--- src/alle_pkg.sv ---
// shared types and constants for the array linked list engine
`timescale 1ns / 1ps

package alle_pkg;

    // table geometry
    localparam int DEPTH   = 16;
    localparam int SLOT_W  = 4;
    localparam int LINK_W  = 5;
    localparam int CNT_W   = 5;
    localparam int MAX_RES = 16;
    localparam int WCNT_W  = 4;
    localparam int DATA_W  = 64;

    // end of list marker held in a link
    localparam logic [LINK_W-1:0] END_MARK = LINK_W'(DEPTH);

    // operation codes
    typedef enum logic [2:0] {
        OP_ADD_FIRST = 3'd0,
        OP_ADD_AFTER = 3'd1,
        OP_ADD_LAST  = 3'd2,
        OP_DEL_FIRST = 3'd3,
        OP_DEL_AFTER = 3'd4,
        OP_DEL_LAST  = 3'd5,
        OP_DEL_ALL   = 3'd6,
        OP_WALK      = 3'd7
    } alle_op_t;

    // status codes
    typedef enum logic [1:0] {
        ST_OK    = 2'd0,
        ST_FULL  = 2'd1,
        ST_EMPTY = 2'd2,
        ST_BAD   = 2'd3
    } alle_status_t;

    // command beat
    typedef struct packed {
        alle_op_t            operation;
        logic [SLOT_W-1:0]   prev_slot;
        logic [DATA_W-1:0]   item_code;
        logic [DATA_W-1:0]   item_name;
    } alle_cmd_t;

    // result beat
    typedef struct packed {
        alle_status_t        status;
        logic [SLOT_W-1:0]   slot;
        logic [CNT_W-1:0]    entry_count;
        logic [DATA_W-1:0]   out_code;
        logic [DATA_W-1:0]   out_name;
        logic                last;
    } alle_rsp_t;

endpackage

--- src/array_linked_list_engine.sv ---
// array linked list engine: sequencer, link table and payload store
`timescale 1ns / 1ps

// Keeps one singly linked list in a table of 16 slots.
// Command channel: a beat on cmd is taken at a rising edge with start high
// and busy low; busy then stays high until the final result is shown.
// Result channel: each result sits on result for one cycle with done high;
// the receiver cannot stall, so every result must be taken when shown.
// The final result of a command has last set; busy is already low in that
// cycle, so the next start may be taken at the edge that ends it.
// Steps of each command; the sequencer visits one slot per cycle in its
// tail, free-slot and delete-last scans:
//   delete all, errors: check only
//   delete first, delete after: check, unlink
//   add first / add after: check, scan for the lowest free slot, link
//   add last: check, scan to the tail if not empty, free slot scan, link
//   delete last: check, scan for the slot before the tail, unlink
//   walk: check, then one entry per cycle in list order, 16 at most
// Reset empties the list and frees every slot at once; no clearing pass.
// Code and name entries are written only when a slot is added; links also on unlink.
module array_linked_list_engine (
    input  logic               clk,
    input  logic               rst_n,
    input  logic               start,
    input  alle_pkg::alle_cmd_t cmd,
    output logic               busy,
    output logic               done,
    output alle_pkg::alle_rsp_t result
);
    import alle_pkg::*;

    typedef enum logic [7:0] {
        S_IDLE  = 8'b0000_0001,
        S_CHECK = 8'b0000_0010,
        S_TAIL  = 8'b0000_0100,
        S_FREE  = 8'b0000_1000,
        S_LINK  = 8'b0001_0000,
        S_UNLNK = 8'b0010_0000,
        S_DSCAN = 8'b0100_0000,
        S_WALK  = 8'b1000_0000
    } state_t;

    // control registers
    state_t              state_reg, state_next;
    alle_op_t            op_reg, op_next;
    logic [SLOT_W-1:0]   prev_reg, prev_next;
    logic [DATA_W-1:0]   code_reg, code_next;
    logic [DATA_W-1:0]   name_reg, name_next;
    logic [LINK_W-1:0]   ptr_reg, ptr_next;
    logic [LINK_W-1:0]   pred_reg, pred_next;
    logic [SLOT_W-1:0]   scan_reg, scan_next;
    logic [SLOT_W-1:0]   free_reg, free_next;
    logic [WCNT_W-1:0]   wcnt_reg, wcnt_next;
    logic [LINK_W-1:0]   head_reg, head_next;
    logic [CNT_W-1:0]    count_reg, count_next;
    logic [DEPTH-1:0]    used_reg, used_next;
    logic                done_reg, done_next;
    alle_rsp_t           rsp_reg, rsp_next;

    // storage
    logic [LINK_W-1:0]   link_mem [DEPTH];
    logic [DATA_W-1:0]   code_mem [DEPTH];
    logic [DATA_W-1:0]   name_mem [DEPTH];

    // registered read data at the slot ptr points to
    logic [LINK_W-1:0]   link_rd_reg;
    logic [DATA_W-1:0]   code_rd_reg;
    logic [DATA_W-1:0]   name_rd_reg;

    // table write controls
    logic                lk_we_a, lk_we_b, pl_we;
    logic [SLOT_W-1:0]   lk_addr_a, lk_addr_b;
    logic [LINK_W-1:0]   lk_data_a, lk_data_b;

    logic [LINK_W-1:0]   nxt;
    logic                empty, full, prev_ok;

    // shared link read port
    assign nxt     = link_rd_reg;
    assign empty   = (head_reg == END_MARK);
    assign full    = (count_reg == CNT_W'(DEPTH));
    assign prev_ok = used_reg[prev_reg];

    // sequencer
    always_comb
    begin
        state_next = state_reg;
        op_next    = op_reg;
        prev_next  = prev_reg;
        code_next  = code_reg;
        name_next  = name_reg;
        ptr_next   = ptr_reg;
        pred_next  = pred_reg;
        scan_next  = scan_reg;
        free_next  = free_reg;
        wcnt_next  = wcnt_reg;
        head_next  = head_reg;
        count_next = count_reg;
        used_next  = used_reg;
        done_next  = 1'b0;
        rsp_next   = '0;
        lk_we_a    = 1'b0;
        lk_we_b    = 1'b0;
        pl_we      = 1'b0;
        lk_addr_a  = free_reg;
        lk_addr_b  = pred_reg[SLOT_W-1:0];
        lk_data_a  = nxt;
        lk_data_b  = nxt;

        case (state_reg)
            S_IDLE:
            begin
                if (start)
                begin
                    op_next    = cmd.operation;
                    prev_next  = cmd.prev_slot;
                    code_next  = cmd.item_code;
                    name_next  = cmd.item_name;
                    scan_next  = '0;
                    ptr_next   = (cmd.operation == OP_DEL_AFTER) ?
                                 {1'b0, cmd.prev_slot} : head_reg;
                    state_next = S_CHECK;
                end
            end

            S_CHECK:
            begin
                case (op_reg)
                    OP_ADD_FIRST, OP_ADD_LAST:
                    begin
                        if (full)
                        begin
                            rsp_next.status = ST_FULL;
                            done_next       = 1'b1;
                        end
                        else if (op_reg == OP_ADD_LAST && !empty)
                            state_next = S_TAIL;
                        else
                        begin
                            pred_next  = END_MARK;
                            state_next = S_FREE;
                        end
                    end
                    OP_ADD_AFTER:
                    begin
                        if (full)
                        begin
                            rsp_next.status = ST_FULL;
                            done_next       = 1'b1;
                        end
                        else if (!prev_ok)
                        begin
                            rsp_next.status = ST_BAD;
                            done_next       = 1'b1;
                        end
                        else
                        begin
                            pred_next  = {1'b0, prev_reg};
                            state_next = S_FREE;
                        end
                    end
                    OP_DEL_FIRST:
                    begin
                        if (empty)
                        begin
                            rsp_next.status = ST_EMPTY;
                            done_next       = 1'b1;
                        end
                        else
                        begin
                            pred_next  = END_MARK;
                            state_next = S_UNLNK;
                        end
                    end
                    OP_DEL_AFTER:
                    begin
                        if (empty)
                        begin
                            rsp_next.status = ST_EMPTY;
                            done_next       = 1'b1;
                        end
                        else if (!prev_ok || nxt == END_MARK)
                        begin
                            rsp_next.status = ST_BAD;
                            done_next       = 1'b1;
                        end
                        else
                        begin
                            pred_next  = ptr_reg;
                            ptr_next   = nxt;
                            state_next = S_UNLNK;
                        end
                    end
                    OP_DEL_LAST:
                    begin
                        if (empty)
                        begin
                            rsp_next.status = ST_EMPTY;
                            done_next       = 1'b1;
                        end
                        else if (nxt == END_MARK)
                        begin
                            pred_next  = END_MARK;
                            state_next = S_UNLNK;
                        end
                        else
                        begin
                            pred_next  = ptr_reg;
                            ptr_next   = nxt;
                            state_next = S_DSCAN;
                        end
                    end
                    OP_DEL_ALL:
                    begin
                        used_next  = '0;
                        head_next  = END_MARK;
                        count_next = '0;
                        done_next  = 1'b1;
                    end
                    OP_WALK:
                    begin
                        if (empty)
                        begin
                            rsp_next.status = ST_EMPTY;
                            done_next       = 1'b1;
                        end
                        else
                        begin
                            wcnt_next  = '0;
                            state_next = S_WALK;
                        end
                    end
                    default:
                    begin
                        done_next = 1'b1;
                    end
                endcase
                if (done_next)
                begin
                    rsp_next.last = 1'b1;
                    state_next    = S_IDLE;
                end
            end

            // follow links to the tail for add last
            S_TAIL:
            begin
                if (nxt == END_MARK)
                begin
                    pred_next  = ptr_reg;
                    state_next = S_FREE;
                end
                else
                    ptr_next = nxt;
            end

            // lowest free slot, one slot per cycle
            S_FREE:
            begin
                if (!used_reg[scan_reg])
                begin
                    free_next  = scan_reg;
                    ptr_next   = pred_reg;
                    state_next = S_LINK;
                end
                else
                    scan_next = scan_reg + 1'b1;
            end

            // splice the new slot in after pred, or at the head
            S_LINK:
            begin
                lk_we_a   = 1'b1;
                lk_addr_a = free_reg;
                pl_we     = 1'b1;
                if (pred_reg == END_MARK)
                begin
                    lk_data_a = head_reg;
                    head_next = {1'b0, free_reg};
                end
                else
                begin
                    lk_data_a = nxt;
                    lk_we_b   = 1'b1;
                    lk_data_b = {1'b0, free_reg};
                end
                used_next[free_reg] = 1'b1;
                count_next          = count_reg + 1'b1;
                rsp_next.slot       = free_reg;
                rsp_next.last       = 1'b1;
                done_next           = 1'b1;
                state_next          = S_IDLE;
            end

            // find the slot before the tail for delete last
            S_DSCAN:
            begin
                if (nxt == END_MARK)
                    state_next = S_UNLNK;
                else
                begin
                    pred_next = ptr_reg;
                    ptr_next  = nxt;
                end
            end

            // drop the slot at ptr, pred is its predecessor or the head
            S_UNLNK:
            begin
                if (pred_reg == END_MARK)
                    head_next = nxt;
                else
                begin
                    lk_we_b   = 1'b1;
                    lk_data_b = nxt;
                end
                used_next[ptr_reg[SLOT_W-1:0]] = 1'b0;
                count_next    = count_reg - 1'b1;
                rsp_next.slot = ptr_reg[SLOT_W-1:0];
                rsp_next.last = 1'b1;
                done_next     = 1'b1;
                state_next    = S_IDLE;
            end

            // one entry per cycle in list order
            S_WALK:
            begin
                rsp_next.slot     = ptr_reg[SLOT_W-1:0];
                rsp_next.out_code = code_rd_reg;
                rsp_next.out_name = name_rd_reg;
                rsp_next.last     = (nxt == END_MARK) ||
                                    (wcnt_reg == WCNT_W'(MAX_RES - 1));
                done_next         = 1'b1;
                if (rsp_next.last)
                    state_next = S_IDLE;
                else
                begin
                    ptr_next  = nxt;
                    wcnt_next = wcnt_reg + 1'b1;
                end
            end

            default:
            begin
                state_next = S_IDLE;
            end
        endcase

        rsp_next.entry_count = count_next;
    end

    // control state
    always_ff @(posedge clk or negedge rst_n)
    begin
        if (!rst_n)
        begin
            state_reg <= S_IDLE;
            head_reg  <= END_MARK;
            count_reg <= '0;
            used_reg  <= '0;
            done_reg  <= 1'b0;
            ptr_reg   <= '0;
            pred_reg  <= '0;
            scan_reg  <= '0;
            wcnt_reg  <= '0;
        end
        else
        begin
            state_reg <= state_next;
            head_reg  <= head_next;
            count_reg <= count_next;
            used_reg  <= used_next;
            done_reg  <= done_next;
            ptr_reg   <= ptr_next;
            pred_reg  <= pred_next;
            scan_reg  <= scan_next;
            wcnt_reg  <= wcnt_next;
        end
    end

    // command and result payload
    always_ff @(posedge clk)
    begin
        op_reg   <= op_next;
        prev_reg <= prev_next;
        code_reg <= code_next;
        name_reg <= name_next;
        free_reg <= free_next;
        rsp_reg  <= rsp_next;
    end

    // link table and payload store, read at the slot ptr moves to
    always_ff @(posedge clk)
    begin
        if (lk_we_a)
            link_mem[lk_addr_a] <= lk_data_a;
        if (lk_we_b)
            link_mem[lk_addr_b] <= lk_data_b;
        if (pl_we)
        begin
            code_mem[free_reg] <= code_reg;
            name_mem[free_reg] <= name_reg;
        end
        link_rd_reg <= link_mem[ptr_next[SLOT_W-1:0]];
        code_rd_reg <= code_mem[ptr_next[SLOT_W-1:0]];
        name_rd_reg <= name_mem[ptr_next[SLOT_W-1:0]];
    end

    assign busy   = (state_reg != S_IDLE);
    assign done   = done_reg;
    assign result = rsp_reg;

endmodule

--- config.mk ---
export PLATFORM = sky130hd
export DESIGN_NAME = array_linked_list_engine
export DESIGN_NICKNAME = d
export VERILOG_FILES = /design/src/alle_pkg.sv /design/src/array_linked_list_engine.sv
export SDC_FILE = /design/constraint.sdc
export NUM_CORES = 2
export LEC_CHECK = 0
export ABC_AREA = 1
export BUFFER_PORTS_ARGS = -buffer_cell sky130_fd_sc_hd__buf_4
export CAP_MARGIN = 20
export CELL_PAD_IN_SITES_DETAIL_PLACEMENT = 0
export CELL_PAD_IN_SITES_GLOBAL_PLACEMENT = 1
export CORE_UTILIZATION = 45
export CTS_BUF_LIST = sky130_fd_sc_hd__clkbuf_8 sky130_fd_sc_hd__clkbuf_16
export DETAILED_ROUTE_END_ITERATION = 6
export PLACE_DENSITY = 0.84
export SLEW_MARGIN = 25
export SYNTH_ARGS = -nofsm -noshare
export SYNTH_HDL_FRONTEND = slang
export SYNTH_SLANG_ARGS = --single-unit
--- constraint.sdc ---
create_clock -name clk -period 10.9 [get_ports clk]
set_input_delay 0.545 -clock clk [delete_from_list [all_inputs] [get_ports clk]]
set_output_delay 0.545 -clock clk [all_outputs]
set_load 0.02 [all_outputs]
Word level (Yosys, flattened, before mapping)
Memory sizes are Yosys's and may differ from the RTL's. A register that Yosys moved wholly into a read port is not among the register bits.
Cells that the tools add are included.
{"block": "word_totals", "latch_bits": 0, "input_bits": 138, "word_cells": 214, "romBits": 0, "ramBits": 2128, "n_memories": 3, "register_bits": 332}
{"name": "code_mem", "words": 16, "width": 64, "rd": 1, "rd_clocked_by_memory_dff": 1, "write_ports": 1, "line_no": "array_linked_list_engine.sv:62", "text": "logic [DATA_W-1:0] code_mem [DEPTH];"}
{"name": "name_mem", "words": 16, "width": 64, "rd": 1, "rd_clocked_by_memory_dff": 1, "write_ports": 1, "line_no": "array_linked_list_engine.sv:63", "text": "logic [DATA_W-1:0] name_mem [DEPTH];"}
{"name": "link_mem", "words": 16, "width": 5, "rd": 1, "rd_clocked_by_memory_dff": 1, "write_ports": 2, "line_no": "array_linked_list_engine.sv:61", "text": "logic [LINK_W-1:0] link_mem [DEPTH];"}
{"block": "op_classes", "n_bitwise": 4, "n_div": 0, "n_eq_ne": 54, "reduce_logical": 28, "mul": 0, "shift": 0, "add_sub_neg": 4, "muxes": 94, "magnitude_cmp": 6}
{"op": "$mux 5", "n": 27}
{"op": "$mux 8", "n": 14}
{"op": "$pmux 8 s6", "n": 2}
{"op": "$pmux 5 s5", "n": 2}
{"op": "$pmux 16 s3", "n": 1}
{"op": "$pmux 5 s3", "n": 3}
{"op": "$ne 4x4->1 const B", "n": 8}
{"op": "$mux 4", "n": 6}
{"op": "$ne 3x3->1 const B", "n": 8}
{"op": "$pmux 4 s2", "n": 3}
{"op": "$ne 2x2->1 const B", "n": 11}
{"op": "$eq 5x5->1 const B", "n": 4}
{"op": "$lt 4x5->1 const B", "n": 4}
{"op": "$mux 1", "n": 20}
{"op": "$and 16x16->16", "n": 1}
{"op": "$mux 16", "n": 1}
{"op": "$not 16->16", "n": 1}
{"op": "$or 16x16->16", "n": 1}
{"op": "$eq 3x3->1 const B", "n": 5}
{"op": "$reduce_and 14->1", "n": 1}
{"op": "$reduce_and 12->1", "n": 1}
{"op": "$mux 2", "n": 5}
{"op": "$pmux 5 s2", "n": 1}
{"op": "$add 4x1->4 const B", "n": 2}
{"op": "other kinds (40)", "n": 58}

Longest topological paths before layout
{"block": "logic_depth", "word_depth": 10, "mapped_depth": 22, "ltp_nobuf": 19}

Least setup slack after synthesis
OpenSTA, ideal clock, no wires.
{"block": "synth_path", "path_type": "register to register", "from": "reg state_reg[3]", "to": "mem link_mem[12][0], enable pin", "required_time_ns": 10.552, "t_arrival_ns": 10.836, "path_buffers": 1, "stages_incl_launch_ff": 9, "period_less_slack_ns": 11.184, "slack_ns": -0.284, "cell_sequence": "dfrtp_1 nor2_1 nand2_1 nor2_1 inv_1 clkbuf_1 nor3_1 inv_1 nand2_1"}
{"item": "start: declaration", "line_no": "array_linked_list_engine.sv:44", "text": "state_t state_reg, state_next;"}
{"item": "start signal: assignment", "line_no": "array_linked_list_engine.sv:369", "text": "state_reg <= state_next;"}
{"item": "end: declaration", "line_no": "array_linked_list_engine.sv:61"}

Final worst setup path
{"block": "layout_path", "from": "reg state_reg[3]", "to": "reg name_rd_reg[26], read port of name_mem"}
{"block": "layout_between", "elab_chain_len": 3, "elab_cells_between_ends": 8}
{"item": "$eq 8x7->1 / $eq 8x3->1 (equally long branches)", "line_no": "array_linked_list_engine.sv:110", "text": "case (state_reg)"}
{"item": "$reduce_or 2->1 (no line)"}
{"item": "$pmux 5 s5 *", "line_no": "array_linked_list_engine.sv:110"}
{"item": "end: declaration", "line_no": "array_linked_list_engine.sv:68", "text": "logic [DATA_W-1:0] name_rd_reg;"}
Mark *: on every way between the ends. The rest lies on a longest branch, timed or not.
A chain may end at the register's enable or synchronous reset.

==> key figures <==
Critical path
  – Crit Reg-Reg Startpoint: state_reg[3]
  – Worst Setup End Kind: register
  – CP delay by family, top: simple AND/OR/NAND/NOR gates
  – Max incr delay on CP: 0.90 ns
  – Critical setup path kind: reg -> reg
  – Crit path DAT: 7.06 ns
  – Setup slack, reg-to-reg: 4.71 ns
  – CP dominant cell by count: nand2_1
  – Critical R2R Capture: name_rd_reg[26]
  – Ordered list of cells on the worst path: nor2_1 -> nand2_1 -> nor2_1 -> inv_1 -> nand2_1 -> nor2_1 -> nand3_1 -> nand2_1 -> nor2_1 -> nand2_1 -> nand2_8 -> buf_6 -> buf_12 -> buf_16 -> buf_4 -> nand3_1 -> nand2_1 -> nand2_1 -> nand3_1 -> nand3_1 -> nand2_1
  – Crit start category: register
  – CP required: 11.78 ns
  – R2r worst-path depth: 21
  – Buffers & Inverters on Critical Path: 5
  – Crit Path Max Fanout: 125
  – Slowest cell on the critical path: buf_4
  – Stages on worst setup path: 21

Timing
  – Unrepaired setup endpoints after global routing: false
  – Fmax: 162 MHz
  – Measured slew at the worst slew-check pin: 1.14 ns
  – Endpoints failing hold: 0
  – Final Cycle Share: 0.568
  – Max transition margin: 0.243
  – Minimum clock period: 6.19 ns
  – Max Slew Vio Count: 0
  – Setup_tns: 0 ns
  – Hold WS: 0.231 ns
  – Final setup fails: 0
  – Skew final: 0.0799 ns

Route
  – First DRT Iteration DRCs: 7850
  – Post-route DRC: 6
  – Routed WL: 294000 µm
  – Antenna Nets Post-Route: 0
  – Vias: 73400
  – DRT met1 WL: 122000 µm
  – Met2 WL post-DR: 136000 µm
  – Highest metal used: met5
  – Drt wl/cell: 22.8 µm
  – Via density: 5.70
  – DRT Pass-1 Iters: 7
  – Met3 routed WL: 26700 µm

Die
  – Number of core rows: 177
  – Core ar.: 232000 µm²
  – DIE AREA: 236000 µm²
  – IO Pins: 280
  – Starting Density: 0.452
  – Die W: 485 µm
  – Die Ht: 485 µm

Global routing
  – Vias in the first global route: 70200
  – First-pass GRT wire length: 440000 µm
  – Number of antenna violations at the first check in global routing: 12
  – Gr usage total: 0.245
  – Pin count of the biggest net entering global routing: 224
  – Grt ovf: 0

Placement
  – Placed inst area: 109000 µm²
  – Port Buffer Count: 279
  – GPL Wtd Cong: 0.853
  – HPWL reported at the end of detailed placement: 138000 µm

Synthesis
  – Synth Flop Type: edfxtp_1
  – Syn Area/Cell: 11.1 µm²
  – Unique cell type count in the Yosys netlist: 52
  – Post-synth EDFFs: 2267
  – Cell type with the largest total area after synthesis: edfxtp_1
  – Area of the mapped netlist: 105000 µm²
  – Syn nets: 9623
  – Most frequent cells after synthesis: nand2_1, nand3_1, edfxtp_1, buf_2, dfxtp_1
  – Async SR Flop Fraction: 0.0204
  – Seq/Total Area, Yosys: 0.712
  – Synth top area cells: edfxtp_1, nand3_1, nand2_1
  – YS warnings: 0
  – Proportion of netlist area held by the largest area contributor: 0.648
  – Most instantiated library cell after synthesis: nand2_1
  – Syn Inst Count: 9479
  – #FFs+latches synth: 2593

Clock network
  – CTS Buf Count: 290
  – CTS root buf: clkbuf_16
  – Clock Latency Late Sink: 0.93 ns
  – Max H-tree Level: 5
  – Clock sinks: 2593
  – Post-CTS sizing: 0
  – CTS tree: built
  – # hold bufs at CTS: 137
  – Clock transition at path regs: 0.06 ns
  – Post-CTS setup buffer count: 0
  – Clk buf depth: 4

Cells and area
  – Area Overhead vs Synth: 14.0%
  – Share of layout cells above drive strength 1: 0.0874
  – Finished Cell Area: 120000 µm²
  – Final #Nets: 9774
  – Final core occ: 0.516

Hold path
  – Worst hold path type: in -> async

Pwr
  – P_leak: 46.7 nW
  – Pwr dens: 282 nW/µm²
  – VDD IR max: 0.541 mV

Flow run
  – Max Cap Viol: 0

Outcome
  – Status: complete, but fails checks
  – Failing checks: DRC
logic make-up after synthesis:
logic type | Yosys count | synth area share
AO/OA/AOI/OAI | 234 | 0.0125
XOR/XNOR | 3 | 0.000250
adder cells (fa/ha/maj) | 6 | 0.000786
buffers and inverters | 914 | 0.0388
flip-flops | 2593 | 0.712
multiplexers | 4 | 0.000417
AND/OR/NAND/NOR | 5725 | 0.235
power breakdown:
group | switching (mW) | internal (mW)
Sequential | 0.625 | 11.8
Clock | 3.82 | 5.61
Combinational | 8.53 | 3.34
cell type report:
type                    instances  area [µm²]
diodes                          5        12.5
clock buffers                 333        7960
clock inverters               171        1230
fillers                     19800      112000
inverters                     245         932
multi-input cells            5972       26400
flip-flops and latches       2593       74900
well taps                    3043        3810
repair buffers                528        4670
per-layer routing:
metal | vias up | GRT usage
met2 | 3782 | 0.386
met1 | 35800 | 0.347
met5 | - | 0
met4 | 8 | 0.0835
li1 | 33200 | -
met3 | 573 | 0.0373
cell usage in the layout (no fill, tap or decap), drive strengths merged, types with 3 or more instances in the layout:
master and count:
clkinv 60, diode 5, o21a 9, nand4 5, nor2 208, nand2 3031
mux2 3, nor3 20, a32oi 9, o22ai 6, edfxtp 2267, o211ai 7
o21ai 151, clkinvlp 7, a21oi 37, bufinv 18, buf 391, inv 331
ha 5, dlygate4sd3 137, clkbuf 333, nand3 2456, dfxtp 273, dfrtp 51
a221oi 3
worst max path at each step:
stage	from	endpoint	slack [ns]
finish	state_reg[3]	name_rd_reg[26]	4.71
global route	state_reg[3]	name_rd_reg[11]	4.30
CTS	link_rd_reg[4]	name_rd_reg[40]	4.60
detailed placement	link_rd_reg[4]	name_rd_reg[16]	4.71
global placement	link_rd_reg[4]	name_rd_reg[16]	4.69
floorplan	state_reg[3]	link_mem[12][0]	-0.28
stage by stage:
| stage | total power [mW] | setup slack (ns) | cells |
|---|---|---|---|
| floorplan | 21.0 | -0.284 | 9479 |
| global placement | 24.2 | 4.69 | 12200 |
| detailed placement | 24.3 | 4.71 | 12200 |
| CTS | 33.8 | 4.60 | 12900 |
| global route | 35.6 | 4.30 | 12900 |
| finish | 33.7 | 4.71 | 12900 |
No activity file was read; power rests on OpenSTA's default activity.
